**src/rtl/i2crm_pkg.sv**
```systemverilog
package i2crm_pkg;

    // Command kinds carried on the input tuser
    localparam logic [1:0] MODE_TICK  = 2'd0;
    localparam logic [1:0] MODE_WRITE = 2'd1;
    localparam logic [1:0] MODE_READ  = 2'd2;
    localparam logic [1:0] MODE_QUEUE = 2'd3;

    // Sequencer phase codes
    localparam int PHASE_W = 5;
    localparam logic [PHASE_W-1:0] PH_IDLE        = 5'd0;
    localparam logic [PHASE_W-1:0] PH_W_START     = 5'd1;
    localparam logic [PHASE_W-1:0] PH_W_ADDR      = 5'd2;
    localparam logic [PHASE_W-1:0] PH_W_ADDR_ACK  = 5'd3;
    localparam logic [PHASE_W-1:0] PH_W_INDEX     = 5'd4;
    localparam logic [PHASE_W-1:0] PH_W_INDEX_ACK = 5'd5;
    localparam logic [PHASE_W-1:0] PH_W_DATA      = 5'd6;
    localparam logic [PHASE_W-1:0] PH_W_DATA_ACK  = 5'd7;
    localparam logic [PHASE_W-1:0] PH_R_START     = 5'd8;
    localparam logic [PHASE_W-1:0] PH_R_ADDR      = 5'd9;
    localparam logic [PHASE_W-1:0] PH_R_ADDR_ACK  = 5'd10;
    localparam logic [PHASE_W-1:0] PH_R_INDEX     = 5'd11;
    localparam logic [PHASE_W-1:0] PH_R_INDEX_ACK = 5'd12;
    localparam logic [PHASE_W-1:0] PH_R_RSTART    = 5'd13;
    localparam logic [PHASE_W-1:0] PH_R_RADDR     = 5'd14;
    localparam logic [PHASE_W-1:0] PH_R_RADDR_ACK = 5'd15;
    localparam logic [PHASE_W-1:0] PH_R_RECV      = 5'd16;
    localparam logic [PHASE_W-1:0] PH_R_MACK      = 5'd17;
    localparam logic [PHASE_W-1:0] PH_STOP        = 5'd18;
    localparam logic [PHASE_W-1:0] PH_STOP_FAIL   = 5'd19;

    // Acknowledge poll outcome
    localparam logic [1:0] ACK_PENDING = 2'd0;
    localparam logic [1:0] ACK_OK      = 2'd1;
    localparam logic [1:0] ACK_TIMEOUT = 2'd2;

    localparam logic [7:0] POLL_LIMIT_RESET = 8'd250;
    localparam int         QUEUE_DEPTH_DEF  = 16;

    // Stream widths
    localparam int IN_DATA_W  = 48;
    localparam int IN_USER_W  = 2;
    localparam int OUT_DATA_W = 24;

    // Result field positions in the output tdata
    localparam int O_SCL      = 0;
    localparam int O_SDA      = 1;
    localparam int O_DRIVE    = 2;
    localparam int O_RBYTE_LO = 3;
    localparam int O_RVALID   = 11;
    localparam int O_DONE     = 12;
    localparam int O_AFAIL    = 13;
    localparam int O_LNACK    = 14;
    localparam int O_BUSY     = 15;
    localparam int O_REFUSED  = 16;

endpackage

```
**src/rtl/i2c_register_master_unit.sv**
```systemverilog
// Channel   | Dir | Beat contents
// ----------+-----+------------------------------------------------------------
// s_axis    | in  | one bus tick: command kind (tuser), device addr, reg index,
//           |     | byte count, byte to queue, sampled SDA (tdata)
// m_axis    | out | one result per tick: SCL/SDA drive, read byte, status flags
// cfg       | in  | ack_poll_limit write (8 bit)
//
// Each input beat is one bus timing tick. The sequencer steps once per beat in
// a single registered pass, so one beat is taken every cycle while not stalled;
// its result shows on m_axis in the following cycle. A full result register that
// is not taken stalls s_axis (s_axis_tready = output empty or being drained).
// Reset (rst_n low, async) returns to idle with an empty queue and limit 250.
// Queued write bytes sit in a RAM with a registered read, prefetched at the
// queue head; the head only moves many ticks after any queue write.
module i2c_register_master_unit #(
    parameter int QUEUE_DEPTH = i2crm_pkg::QUEUE_DEPTH_DEF
) (
    input  logic                             clk,
    input  logic                             rst_n,
    // tuser: mode[1:0]
    // tdata: slave_addr[7:0], reg_index[15:8], byte_count[31:16],
    //        write_byte[39:32], sda_sample[40], zero pad[47:41]
    input  logic                             s_axis_tvalid,
    output logic                             s_axis_tready,
    input  logic [i2crm_pkg::IN_DATA_W-1:0]  s_axis_tdata,
    input  logic [i2crm_pkg::IN_USER_W-1:0]  s_axis_tuser,
    // tdata: scl_level[0], sda_level[1], sda_drive[2], read_byte[10:3],
    //        read_valid[11], done_res[12], addr_failed[13], late_nack[14],
    //        busy_res[15], cmd_refused[16], zero pad[23:17]
    output logic                             m_axis_tvalid,
    input  logic                             m_axis_tready,
    output logic [i2crm_pkg::OUT_DATA_W-1:0] m_axis_tdata,
    // ack_poll_limit
    input  logic                             cfg_valid,
    output logic                             cfg_ready,
    input  logic [7:0]                       cfg_data
);

    import i2crm_pkg::*;

    localparam int PTR_W  = (QUEUE_DEPTH > 1) ? $clog2(QUEUE_DEPTH) : 1;
    localparam int FILL_W = $clog2(QUEUE_DEPTH + 1);
    localparam logic [PTR_W-1:0]  LAST_SLOT = PTR_W'(QUEUE_DEPTH - 1);
    localparam logic [FILL_W-1:0] FULL_FILL = FILL_W'(QUEUE_DEPTH);

    // ---------------------------------------------------------------- input unpack
    logic [1:0]  mode;
    logic [7:0]  slave_addr;
    logic [7:0]  reg_index;
    logic [15:0] byte_count;
    logic [7:0]  write_byte;
    logic        sda_sample;

    assign mode       = s_axis_tuser[1:0];
    assign slave_addr = s_axis_tdata[7:0];
    assign reg_index  = s_axis_tdata[15:8];
    assign byte_count = s_axis_tdata[31:16];
    assign write_byte = s_axis_tdata[39:32];
    assign sda_sample = s_axis_tdata[40];

    // ---------------------------------------------------------------- state
    logic [PHASE_W-1:0] phase_reg, phase_next;
    logic [1:0]         ticks_reg, ticks_next;
    logic [3:0]         bit_reg, bit_next;
    logic [7:0]         shifter_reg, shifter_next;
    logic [15:0]        bytes_reg, bytes_next;
    logic [7:0]         poll_reg, poll_next;
    logic [7:0]         addr_reg, addr_next;
    logic [7:0]         index_reg, index_next;
    logic [PTR_W-1:0]   head_reg, head_next;
    logic [PTR_W-1:0]   tail_reg, tail_next;
    logic [FILL_W-1:0]  fill_reg, fill_next;
    logic               nack_reg, nack_next;
    logic [7:0]         limit_reg;

    logic                  out_valid_reg, out_valid_next;
    logic [OUT_DATA_W-1:0] out_data_reg, out_data_next;

    logic in_accept;
    logic ram_we;
    logic [7:0] ram_rdata;

    assign s_axis_tready = !out_valid_reg || m_axis_tready;
    assign in_accept     = s_axis_tvalid && s_axis_tready;
    assign cfg_ready     = 1'b1;
    assign m_axis_tvalid = out_valid_reg;
    assign m_axis_tdata  = out_data_reg;

    i2crm_ram #(
        .WIDTH (8),
        .DEPTH (QUEUE_DEPTH)
    ) u_queue (
        .clk   (clk),
        .we    (ram_we),
        .waddr (tail_reg),
        .wdata (write_byte),
        .raddr (head_reg),
        .rdata (ram_rdata)
    );

    // ---------------------------------------------------------------- one tick
    logic       busy;
    logic       o_scl, o_sda, o_drv;
    logic [7:0] rbyte;
    logic       rvalid, done, afail, refused;
    logic [1:0] ack_st;
    logic [1:0] ack_ticks;
    logic [7:0] ack_poll;
    logic       ack_scl;
    logic [3:0] bit_inc;
    logic [7:0] recv_sh;
    logic [15:0] bytes_dec;

    assign busy    = (phase_reg != PH_IDLE);
    assign bit_inc = bit_reg + 4'd1;
    assign recv_sh = {shifter_reg[6:0], sda_sample};

    // Acknowledge poll: SCL low, SCL high, then sample SDA with SCL held high
    always_comb
    begin
        ack_st    = ACK_PENDING;
        ack_ticks = ticks_reg;
        ack_poll  = poll_reg;
        ack_scl   = 1'b1;
        priority if (ticks_reg == 2'd0)
        begin
            ack_scl   = 1'b0;
            ack_ticks = 2'd1;
        end
        else if (ticks_reg == 2'd1)
        begin
            ack_ticks = 2'd2;
        end
        else if (!sda_sample)
        begin
            ack_st = ACK_OK;
        end
        else if (poll_reg >= limit_reg)
        begin
            ack_st = ACK_TIMEOUT;
        end
        else
        begin
            ack_poll = poll_reg + 8'd1;
        end
    end

    always_comb
    begin
        phase_next   = phase_reg;
        ticks_next   = ticks_reg;
        bit_next     = bit_reg;
        shifter_next = shifter_reg;
        bytes_next   = bytes_reg;
        poll_next    = poll_reg;
        addr_next    = addr_reg;
        index_next   = index_reg;
        head_next    = head_reg;
        tail_next    = tail_reg;
        fill_next    = fill_reg;
        nack_next    = nack_reg;
        ram_we       = 1'b0;
        o_scl        = 1'b1;
        o_sda        = 1'b1;
        o_drv        = 1'b0;
        rbyte        = 8'd0;
        rvalid       = 1'b0;
        done         = 1'b0;
        afail        = 1'b0;
        refused      = 1'b0;
        bytes_dec    = bytes_reg - 16'd1;

        // command decode
        if (mode != MODE_TICK && busy)
        begin
            refused = 1'b1;
        end
        else if (mode == MODE_QUEUE)
        begin
            if (fill_reg >= FULL_FILL)
            begin
                refused = 1'b1;
            end
            else
            begin
                // RAM write only on an accepted queue beat
                ram_we    = in_accept;
                tail_next = (tail_reg == LAST_SLOT) ? '0 : tail_reg + PTR_W'(1);
                fill_next = fill_reg + FILL_W'(1);
            end
        end
        else if (mode == MODE_WRITE || mode == MODE_READ)
        begin
            if (mode == MODE_WRITE && byte_count > 16'(fill_reg))
            begin
                refused = 1'b1;
            end
            else
            begin
                addr_next    = slave_addr;
                index_next   = reg_index;
                bytes_next   = byte_count;
                nack_next    = 1'b0;
                shifter_next = 8'd0;
                phase_next   = (mode == MODE_WRITE) ? PH_W_START : PH_R_START;
                ticks_next   = 2'd0;
                bit_next     = 4'd0;
                poll_next    = 8'd0;
            end
        end

        // bus sequencer
        if (busy)
        begin
            unique case (phase_reg)
                PH_W_START, PH_R_START, PH_R_RSTART:
                begin
                    o_drv = 1'b1;
                    o_scl = (ticks_reg != 2'd0);
                    o_sda = (ticks_reg != 2'd2);
                    if (ticks_reg < 2'd2)
                    begin
                        ticks_next = ticks_reg + 2'd1;
                    end
                    else
                    begin
                        ticks_next = 2'd0;
                        bit_next   = 4'd0;
                        poll_next  = 8'd0;
                        if (phase_reg == PH_R_RSTART)
                        begin
                            phase_next   = PH_R_RADDR;
                            shifter_next = addr_reg | 8'h01;
                        end
                        else
                        begin
                            phase_next   = (phase_reg == PH_W_START) ? PH_W_ADDR : PH_R_ADDR;
                            shifter_next = addr_reg;
                        end
                    end
                end
                PH_W_ADDR, PH_W_INDEX, PH_W_DATA, PH_R_ADDR, PH_R_INDEX, PH_R_RADDR:
                begin
                    o_drv = 1'b1;
                    o_sda = shifter_reg[7];
                    o_scl = (ticks_reg == 2'd1);
                    if (ticks_reg < 2'd2)
                    begin
                        ticks_next = ticks_reg + 2'd1;
                    end
                    else
                    begin
                        ticks_next   = 2'd0;
                        shifter_next = {shifter_reg[6:0], 1'b0};
                        if (bit_inc >= 4'd8)
                        begin
                            bit_next   = 4'd0;
                            poll_next  = 8'd0;
                            phase_next = phase_reg + PHASE_W'(1);
                        end
                        else
                        begin
                            bit_next = bit_inc;
                        end
                    end
                end
                PH_W_ADDR_ACK, PH_R_ADDR_ACK, PH_W_INDEX_ACK, PH_W_DATA_ACK,
                PH_R_INDEX_ACK, PH_R_RADDR_ACK:
                begin
                    o_scl      = ack_scl;
                    ticks_next = ack_ticks;
                    poll_next  = ack_poll;
                    if (ack_st == ACK_TIMEOUT && phase_reg != PH_W_ADDR_ACK
                        && phase_reg != PH_R_ADDR_ACK)
                    begin
                        nack_next = 1'b1;
                    end
                    if (ack_st != ACK_PENDING)
                    begin
                        ticks_next = 2'd0;
                        bit_next   = 4'd0;
                        poll_next  = 8'd0;
                        unique case (phase_reg)
                            PH_W_ADDR_ACK, PH_R_ADDR_ACK:
                            begin
                                if (ack_st == ACK_OK)
                                begin
                                    phase_next   = (phase_reg == PH_W_ADDR_ACK) ?
                                                   PH_W_INDEX : PH_R_INDEX;
                                    shifter_next = index_reg;
                                end
                                else
                                begin
                                    phase_next = PH_STOP_FAIL;
                                end
                            end
                            PH_W_INDEX_ACK, PH_W_DATA_ACK:
                            begin
                                // next queued byte, or stop
                                if (bytes_reg != 16'd0 && fill_reg != '0)
                                begin
                                    shifter_next = ram_rdata;
                                    head_next    = (head_reg == LAST_SLOT) ?
                                                   '0 : head_reg + PTR_W'(1);
                                    fill_next    = fill_reg - FILL_W'(1);
                                    bytes_next   = bytes_dec;
                                    phase_next   = PH_W_DATA;
                                end
                                else
                                begin
                                    bytes_next = 16'd0;
                                    phase_next = PH_STOP;
                                end
                            end
                            PH_R_INDEX_ACK:
                            begin
                                phase_next = PH_R_RSTART;
                            end
                            default:
                            begin
                                shifter_next = 8'd0;
                                phase_next   = (bytes_reg != 16'd0) ? PH_R_RECV : PH_STOP;
                            end
                        endcase
                    end
                end
                PH_R_RECV:
                begin
                    if (ticks_reg == 2'd0)
                    begin
                        o_scl      = 1'b0;
                        ticks_next = 2'd1;
                    end
                    else
                    begin
                        shifter_next = recv_sh;
                        ticks_next   = 2'd0;
                        if (bit_inc >= 4'd8)
                        begin
                            rbyte      = recv_sh;
                            rvalid     = 1'b1;
                            bit_next   = 4'd0;
                            poll_next  = 8'd0;
                            phase_next = PH_R_MACK;
                        end
                        else
                        begin
                            bit_next = bit_inc;
                        end
                    end
                end
                PH_R_MACK:
                begin
                    // ACK every byte but the last, which gets NACK
                    o_drv = 1'b1;
                    o_sda = (bytes_reg == 16'd1);
                    o_scl = (ticks_reg == 2'd1);
                    if (ticks_reg < 2'd2)
                    begin
                        ticks_next = ticks_reg + 2'd1;
                    end
                    else
                    begin
                        if (bytes_reg != 16'd0)
                        begin
                            bytes_next = bytes_dec;
                        end
                        shifter_next = 8'd0;
                        ticks_next   = 2'd0;
                        bit_next     = 4'd0;
                        poll_next    = 8'd0;
                        phase_next   = (bytes_reg > 16'd1) ? PH_R_RECV : PH_STOP;
                    end
                end
                PH_STOP, PH_STOP_FAIL:
                begin
                    o_drv = 1'b1;
                    o_scl = (ticks_reg != 2'd0);
                    o_sda = (ticks_reg == 2'd2);
                    if (ticks_reg < 2'd2)
                    begin
                        ticks_next = ticks_reg + 2'd1;
                    end
                    else
                    begin
                        done       = 1'b1;
                        afail      = (phase_reg == PH_STOP_FAIL);
                        bytes_next = 16'd0;
                        ticks_next = 2'd0;
                        bit_next   = 4'd0;
                        poll_next  = 8'd0;
                        phase_next = PH_IDLE;
                    end
                end
                default:
                begin
                    ticks_next = 2'd0;
                    bit_next   = 4'd0;
                    poll_next  = 8'd0;
                    phase_next = PH_IDLE;
                end
            endcase
        end

        out_data_next = {7'd0, refused, busy, nack_next, afail, done, rvalid, rbyte,
                         o_drv, o_sda, o_scl};
    end

    // ---------------------------------------------------------------- output stage
    always_comb
    begin
        out_valid_next = out_valid_reg;
        if (in_accept)
        begin
            out_valid_next = 1'b1;
        end
        else if (m_axis_tready)
        begin
            out_valid_next = 1'b0;
        end
    end

    always_ff @(posedge clk or negedge rst_n)
    begin
        if (!rst_n)
        begin
            phase_reg     <= PH_IDLE;
            ticks_reg     <= 2'd0;
            bit_reg       <= 4'd0;
            shifter_reg   <= 8'd0;
            bytes_reg     <= 16'd0;
            poll_reg      <= 8'd0;
            addr_reg      <= 8'd0;
            index_reg     <= 8'd0;
            head_reg      <= '0;
            tail_reg      <= '0;
            fill_reg      <= '0;
            nack_reg      <= 1'b0;
            limit_reg     <= POLL_LIMIT_RESET;
            out_valid_reg <= 1'b0;
        end
        else
        begin
            if (cfg_valid && cfg_ready)
            begin
                limit_reg <= cfg_data;
            end
            if (in_accept)
            begin
                phase_reg   <= phase_next;
                ticks_reg   <= ticks_next;
                bit_reg     <= bit_next;
                shifter_reg <= shifter_next;
                bytes_reg   <= bytes_next;
                poll_reg    <= poll_next;
                addr_reg    <= addr_next;
                index_reg   <= index_next;
                head_reg    <= head_next;
                tail_reg    <= tail_next;
                fill_reg    <= fill_next;
                nack_reg    <= nack_next;
            end
            out_valid_reg <= out_valid_next;
        end
    end

    always_ff @(posedge clk)
    begin
        if (in_accept)
        begin
            out_data_reg <= out_data_next;
        end
    end

endmodule

```
**src/rtl/i2crm_ram.sv**
```systemverilog
module i2crm_ram #(
    parameter int WIDTH = 8,
    parameter int DEPTH = 16
) (
    input  logic                     clk,
    input  logic                     we,
    input  logic [$clog2(DEPTH)-1:0] waddr,
    input  logic [WIDTH-1:0]         wdata,
    input  logic [$clog2(DEPTH)-1:0] raddr,
    output logic [WIDTH-1:0]         rdata
);

    logic [WIDTH-1:0] mem [DEPTH];

    always_ff @(posedge clk)
    begin
        if (we)
        begin
            mem[waddr] <= wdata;
        end
        rdata <= mem[raddr];
    end

endmodule

```
**config.mk**
```make
export PLATFORM = sky130hd
export DESIGN_NAME = i2c_register_master_unit
export DESIGN_NICKNAME = d
export VERILOG_FILES = /design/src/rtl/i2crm_pkg.sv /design/src/rtl/i2c_register_master_unit.sv /design/src/rtl/i2crm_ram.sv
export SDC_FILE = /design/constraint.sdc
export NUM_CORES = 1
export LEC_CHECK = 0
export BUFFER_PORTS_ARGS = -buffer_cell sky130_fd_sc_hd__buf_2
export CORE_UTILIZATION = 60
export CTS_BUF_LIST = sky130_fd_sc_hd__clkbuf_2
export CTS_CLUSTER_SIZE = 25
export DETAILED_ROUTE_END_ITERATION = 16
export PLACE_DENSITY = 0.85
export SLEW_MARGIN = 40
export SYNTH_ARGS = -nofsm -noshare
export SYNTH_HDL_FRONTEND = slang
export SYNTH_SLANG_ARGS = --single-unit
```
**constraint.sdc**
```tcl
create_clock -name clk -period 8.24 [get_ports clk]
set_input_delay 0.824 -clock clk [delete_from_list [all_inputs] [get_ports clk]]
set_output_delay 0.824 -clock clk [all_outputs]
set_load 0.1 [all_outputs]
```
======== Yosys cells after proc, flatten, opt, wreduce, memory -nomap -nowiden ========
Memory sizes are Yosys's and may differ from the RTL's. A register that Yosys moved wholly into a read port is not among the register bits.
Index checks and enable logic that the tools add are counted.
word-level totals
  memories kept ........................... 1
  input port bits ......................... 63
  flip-flop bits (word level) ............. 99
  output and inout bits ................... 27
  RAM bits ................................ 128
memory list
  name         words  width  read ports  clocked after memory_dff  write ports  RTL line         source
  u_queue.mem  16     8      1           1                         1            i2crm_ram.sv:13  logic [WIDTH-1:0] mem [DEPTH];
operators by class
  equality and inequality tests ........... 40
  mux-type cells .......................... 125
  bitwise operators ....................... 8
  reductions and logical operators ........ 38
  order comparisons ....................... 6
  $add $sub $neg .......................... 9
operators with widths
  kind                                                            number
  two-way mux 8 bit                                               26
  two-way mux 16 bit                                              11
  two-way mux 5 bit                                               23
  two-way mux 4 bit                                               16
  case mux 16 bit (3 select lines)                                1
  equality test 5 x 4 -> 1 bit, second input constant             8
  case mux 8 bit (5 select lines)                                 1
  case mux 8 bit (4 select lines)                                 1
  two-way mux 2 bit                                               15
  case mux 5 bit (6 select lines)                                 1
  two-way mux 1 bit                                               24
  case mux 8 bit (3 select lines)                                 1
  equality test 5 x 3 -> 1 bit, second input constant             4
  equality test 5 bit, second input constant                      4
  OR reduction 6 bit                                              3
  equality test 16 x 1 -> 1 bit, second input constant            1
  greater-than comparator 16 x 1 -> 1 bit, second input constant  1
  greater-than comparator 16 x 5 -> 1 bit                         1
  != test 4 bit, second input constant                            4
  case mux 4 bit (4 select lines)                                 1
  nonzero test 16 bit                                             1
  subtractor 16 x 1 -> 16 bit, second input constant              1
  case mux 5 bit (3 select lines)                                 1
  OR reduction 7 bit                                              2
  37 further kinds                                                74

======== Logic depth before layout (Yosys ltp) ========
  depth after elaboration ................. 11
  depth in mapped cells ................... 11
  depth with buffers taken out ............ 9

======== Cells and area by module ========
From an unflattened synthesis, not the netlist that was laid out.
second synthesis, totals
  cells, all modules ...................... 1022
  area, all modules ....................... 11979.0 µm²
by module, submodules not included
  module                    cells an instance  seq. area each (µm²)  area an instance (µm²)  instances
  i2c_register_master_unit  793                2570.0                6831.6                  1
  i2crm_ram                 229                4003.8                5147.4                  1

======== Worst setup path after synthesis ========
Ideal clock, no wire load.
  kind .................................... reg-to-reg
  start point ............................. register out_valid_reg, in the netlist m_axis_tvalid
  end point ............................... register bytes_reg[1]
  setup time .............................. 0.139 ns
  stages on the path, launching flop included .. 7
  arrival ................................. 3.182 ns
  clock period less this slack ............ 3.320 ns
  required time ........................... 8.101 ns
  path slack .............................. 4.920 ns
  path through ............................ dfrtp_1 > nand2b_1 > nand2_1 > clkinv_1 > clkbuf_1 > o221ai_1 > a21boi_0
on the way
  word-level cells in the longest chain between the ends .. 3
RTL lines
  item                    RTL line                         source
  start, declared         i2c_register_master_unit.sv:76   logic out_valid_reg, out_valid_next;
  start signal, assigned  i2c_register_master_unit.sv:463  out_valid_reg <= out_valid_next;
  logical NOT 1 bit       i2c_register_master_unit.sv:83   assign s_axis_tready = !out_valid_reg || m_axis_tready;
  logical OR 1 bit        i2c_register_master_unit.sv:83
  net s_axis_tready       i2c_register_master_unit.sv:24   output logic s_axis_tready,
  logical AND 1 bit       i2c_register_master_unit.sv:84   assign in_accept = s_axis_tvalid && s_axis_tready;
  net in_accept           i2c_register_master_unit.sv:79   logic in_accept;
  end signal, assigned    i2c_register_master_unit.sv:454  bytes_reg <= bytes_next;
  end, declared           i2c_register_master_unit.sv:66   logic [15:0] bytes_reg, bytes_next;
The timed path passes the listed nets, and every way through them passes these cells.
A chain may end at the register's enable or synchronous reset.

======== Final worst setup path ========
  start point ............................. register phase_reg[0]
  end point ............................... register shifter_reg[0]
on the way
  word-level cells in the longest chain between the ends .. 8
  elaborated cells between the ends (all ways) .. 36
RTL lines
  item                                  RTL line                                                          source
  start, declared                       i2c_register_master_unit.sv:62                                    logic [PHASE_W-1:0] phase_reg, phase_next;
  start signal, assigned                i2c_register_master_unit.sv:450                                   phase_reg <= phase_next;
  nonzero test 5 bit                    i2c_register_master_unit.sv:114                                   assign busy = (phase_reg != PH_IDLE);
  logical AND 1 bit                     i2c_register_master_unit.sv:174                                   if (mode != MODE_TICK && busy)
  two-way mux 8 bit                     i2c_register_master_unit.sv:174
  two-way mux 8 bit (on tied branches)  i2c_register_master_unit.sv:300, i2c_register_master_unit.sv:286
  case mux 8 bit (3 select lines)       i2c_register_master_unit.sv:283                                   unique case (phase_reg)
  two-way mux 8 bit                     i2c_register_master_unit.sv:278                                   if (ack_st != ACK_PENDING)
  case mux 8 bit (5 select lines)       i2c_register_master_unit.sv:215                                   unique case (phase_reg)
  two-way mux 8 bit *                   i2c_register_master_unit.sv:213                                   if (busy)
  end signal, assigned                  i2c_register_master_unit.sv:453                                   shifter_reg <= shifter_next;
  end, declared                         i2c_register_master_unit.sv:65                                    logic [7:0] shifter_reg, shifter_next;
Every way passes the cells marked *; elsewhere a longest branch is shown, timed or not.

==> flow_metrics.env <==
export IMPL_synth_edf_count=145
export IMPL_final_min_clock_period_ns=3.75
export IMPL_max_freq_mhz=267
export IMPL_antenna_left=0
export IMPL_viasPerCell=6.39
export IMPL_cp_slowest_stage_delay_ns=0.66
export IMPL_nets=1241
export IMPL_status="finished clean"
export IMPL_endpoint_kind="register"
export IMPL_leakagePower_nw=5.21
export IMPL_syn_area_um2=12200
export IMPL_layout_commonest_cell="edfxtp_1"
export IMPL_drt_wl_total_um=30000
export IMPL_yosysWarnings=0
export IMPL_tightest_slew_ns=0.842
export IMPL_cts_made_buffers=58
export IMPL_drc=0
export IMPL_vdd_ir_drop_max_v=0.000158
export IMPL_grt_pass1_wl_um=46800
export IMPL_clk_pin_slew_ns=0.13
export IMPL_wl_per_cell_um=20.5
export IMPL_maxSlewViolCount=0
export IMPL_cap_violations=0
export IMPL_cts_setup_buffers=0
export IMPL_grt_ovfl_total=0
export IMPL_avgSynthCellArea_um2=11.6
export IMPL_port_buffers=74
export IMPL_grt_setup_unrepaired="no"
export IMPL_n_fill_cell=1508
export IMPL_first_global_vias=9036
export IMPL_antenna_found_initial=0
export IMPL_fin_cells=1458
export IMPL_setup_violations=0
export IMPL_synth_seq_area_share_pct=53.9
export IMPL_post_place_cells=1350
export IMPL_clock_skew_ns=0.0759
export IMPL_multiInputGateArea_um2=5170
export IMPL_syn_to_final_growth_pct=8.38
export IMPL_mostFrequentLayoutCells="145 x edfxtp_1, 107 x nand2_1, 84 x clkbuf_2, 74 x dfrtp_1, 73 x buf_2"
export IMPL_die_h_um=145
export IMPL_routabilityCongestion=0.997
export IMPL_cts_tree="built"
export IMPL_synth_main_ff_cell="edfxtp_1"
export IMPL_drt_iter0_markers=1020
export IMPL_die_area_um2=20900
export IMPL_slew_headroom_pct=43.8
export IMPL_hold_class="input port to register"
export IMPL_vias=9322
export IMPL_start_util_pct=61.9
export IMPL_path_class="register to register"
export IMPL_dr_pass1_iters=6
export IMPL_largest_register_ffs=128
export IMPL_post_cts_resized=0
export IMPL_cp_start_kind="register"
export IMPL_worst_hold_slack_ns=0.177
export IMPL_grt_max_degree=54
export IMPL_ys_ff_latch=235
export IMPL_clk_path_buf_depth=3
export IMPL_seqCellArea_um2=6580
export IMPL_core_um2=19700
export IMPL_timing_setup_tns_ns=0
export IMPL_clock_sinks=235
export IMPL_netlist_instances=1054
export IMPL_die_width_um=145
export IMPL_drive_gt1_share_pct=22.5
export IMPL_postLayoutCoreUtil_pct=67.1
export IMPL_slowest_stage="nor4b_4"
export IMPL_cp_cell_sequence="inv_1 > ha_1 > nor4b_4 > nor2_2 > nor2_1 > and3_1 > nand2_2 > o311a_1 > a311o_1"
export IMPL_hpwl_um=20500
export IMPL_rows=51
export IMPL_synth_cell_type_count=103
export IMPL_antennaDiodeCount=0
export IMPL_htree_levels=2
export IMPL_worstPathArrival_ns=4.40
export IMPL_finalCritPeriodShare_pct=45.5
export IMPL_grtUsageTotal_pct=29.7
export IMPL_ios=90
export IMPL_total_power_mw=2.76
export IMPL_crit_fanout=19
export IMPL_final_hold_viol_count=0
export IMPL_root_buffer="clkbuf_2"
export IMPL_synth_async_sr_flop_share_pct=34.9
export IMPL_cellPowerDensity_nw_per_um2=209
export IMPL_crit_required_ns=8.89
export IMPL_clk_latency_ns=0.84
## synthesized netlist by cell type (13+ instances only)
| library cell | count | share of area [%] |
|---|---|---|
| a21oi_1 | 50 | 2.1 |
| a22o_1 | 17 | 1.2 |
| and2_1 | 19 | 0.97 |
| and3_1 | 16 | 0.82 |
| buf_4 | 13 | 0.80 |
| clkbuf_1 | 24 | 0.74 |
| dfrtp_1 | 76 | 16 |
| edfxtp_1 | 145 | 36 |
| ha_1 | 32 | 3.3 |
| inv_1 | 36 | 1.1 |
| mux2i_1 | 37 | 3.0 |
| mux4_2 | 16 | 3.0 |
| nand2_1 | 107 | 3.3 |
| nand3_1 | 26 | 1.1 |
| nor2_1 | 55 | 1.7 |
| nor3_1 | 24 | 0.98 |
| o21ai_0 | 63 | 2.6 |
| xnor2_1 | 14 | 1.0 |
## power breakdown
part	internal (mW)	switching [mW]	total, mW
clock network	0.281	0.470	0.750
registers	1.35	0.106	1.46
logic	0.191	0.360	0.551
total	1.83	0.935	2.76
## layer usage
metal | vias to the layer above | share of wire (%) | global-route usage (%)
met2 | 525 | 50 | 51.0
met3 | 81 | 8.8 | 5.20
met1 | 4488 | 38 | 36.9
met4 | 0 | 3.4 | 12.8
met5 | - | 0 | 0
li1 | 4228 | - | -
## layout make-up
class / instances / area share (%)
Tap cell: 265 / 2.51
Sequential cell: 235 / 49.7
Timing Repair Buffer: 87 / 3.60
Clock buffer: 84 / 3.18
Clock inverter: 23 / 0.795
Multi-Input combinational cell: 726 / 39.1
Inverter: 38 / 1.08
## per-stage QoR
step / worst slack [ns] / instance area (um2)
2_1_floorplan: 4.92 / 12200
3_3_place_gp: 4.62 / 12700
3_5_place_dp: 4.61 / 12700
4_1_cts: 4.65 / 13200
5_1_grt: 4.33 / 13200
6_report: 4.49 / 13200
## what timing repair did
action | in CTS | in global routing
hold buffers | 1 | 0
hold endpoints to repair | 28 | 0
setup endpoints to repair | 0 | 0
## critical path, delay by kind of cell (launching register included)
kind,cells,cell delay [ns]
DFF,1,0.44
and+or+nand+nor,5,1.98
buffers and inverters,1,0.20
adders and majority gates,1,0.41
AOI/OAI and AO/OA,2,0.57
## final timing paths
check,start,endpoint,slack (ns),cells past startpoint
setup reg to reg,phase_reg[0]$_DFFE_PN0P_,shifter_reg[0]$_DFFE_PN0P_,4.49,9
max in group asynchronous,rst_n,addr_reg[0]$_DFFE_PN0P_,6.67,3
setup / recovery,phase_reg[0]$_DFFE_PN0P_,shifter_reg[0]$_DFFE_PN0P_,4.49,9
min in group asynchronous,rst_n,bytes_reg[13]$_DFFE_PN0P_,0.53,2
hold / removal,s_axis_tvalid,m_axis_tvalid$_DFFE_PN0P_,0.18,2
hold reg to reg,index_reg[6]$_DFFE_PN0P_,index_reg[6]$_DFFE_PN0P_,0.49,2
## kinds of logic (layout without fill, tap and decap cells)
group | after synthesis | count (layout) | synth area share (%)
adder cells (fa/ha/maj) | 32 | 32 | 3.28
buffers and inverters | 99 | 232 | 3.98
flip-flops | 235 | 235 | 53.9
AND/OR/NAND/NOR | 326 | 326 | 14.0
other | 2 | 8 | 0.0615
multiplexers | 65 | 65 | 7.12
AO/OA/AOI/OAI | 277 | 277 | 16.4
XOR/XNOR | 18 | 18 | 1.29
Power figures use the tool's default switching activity.
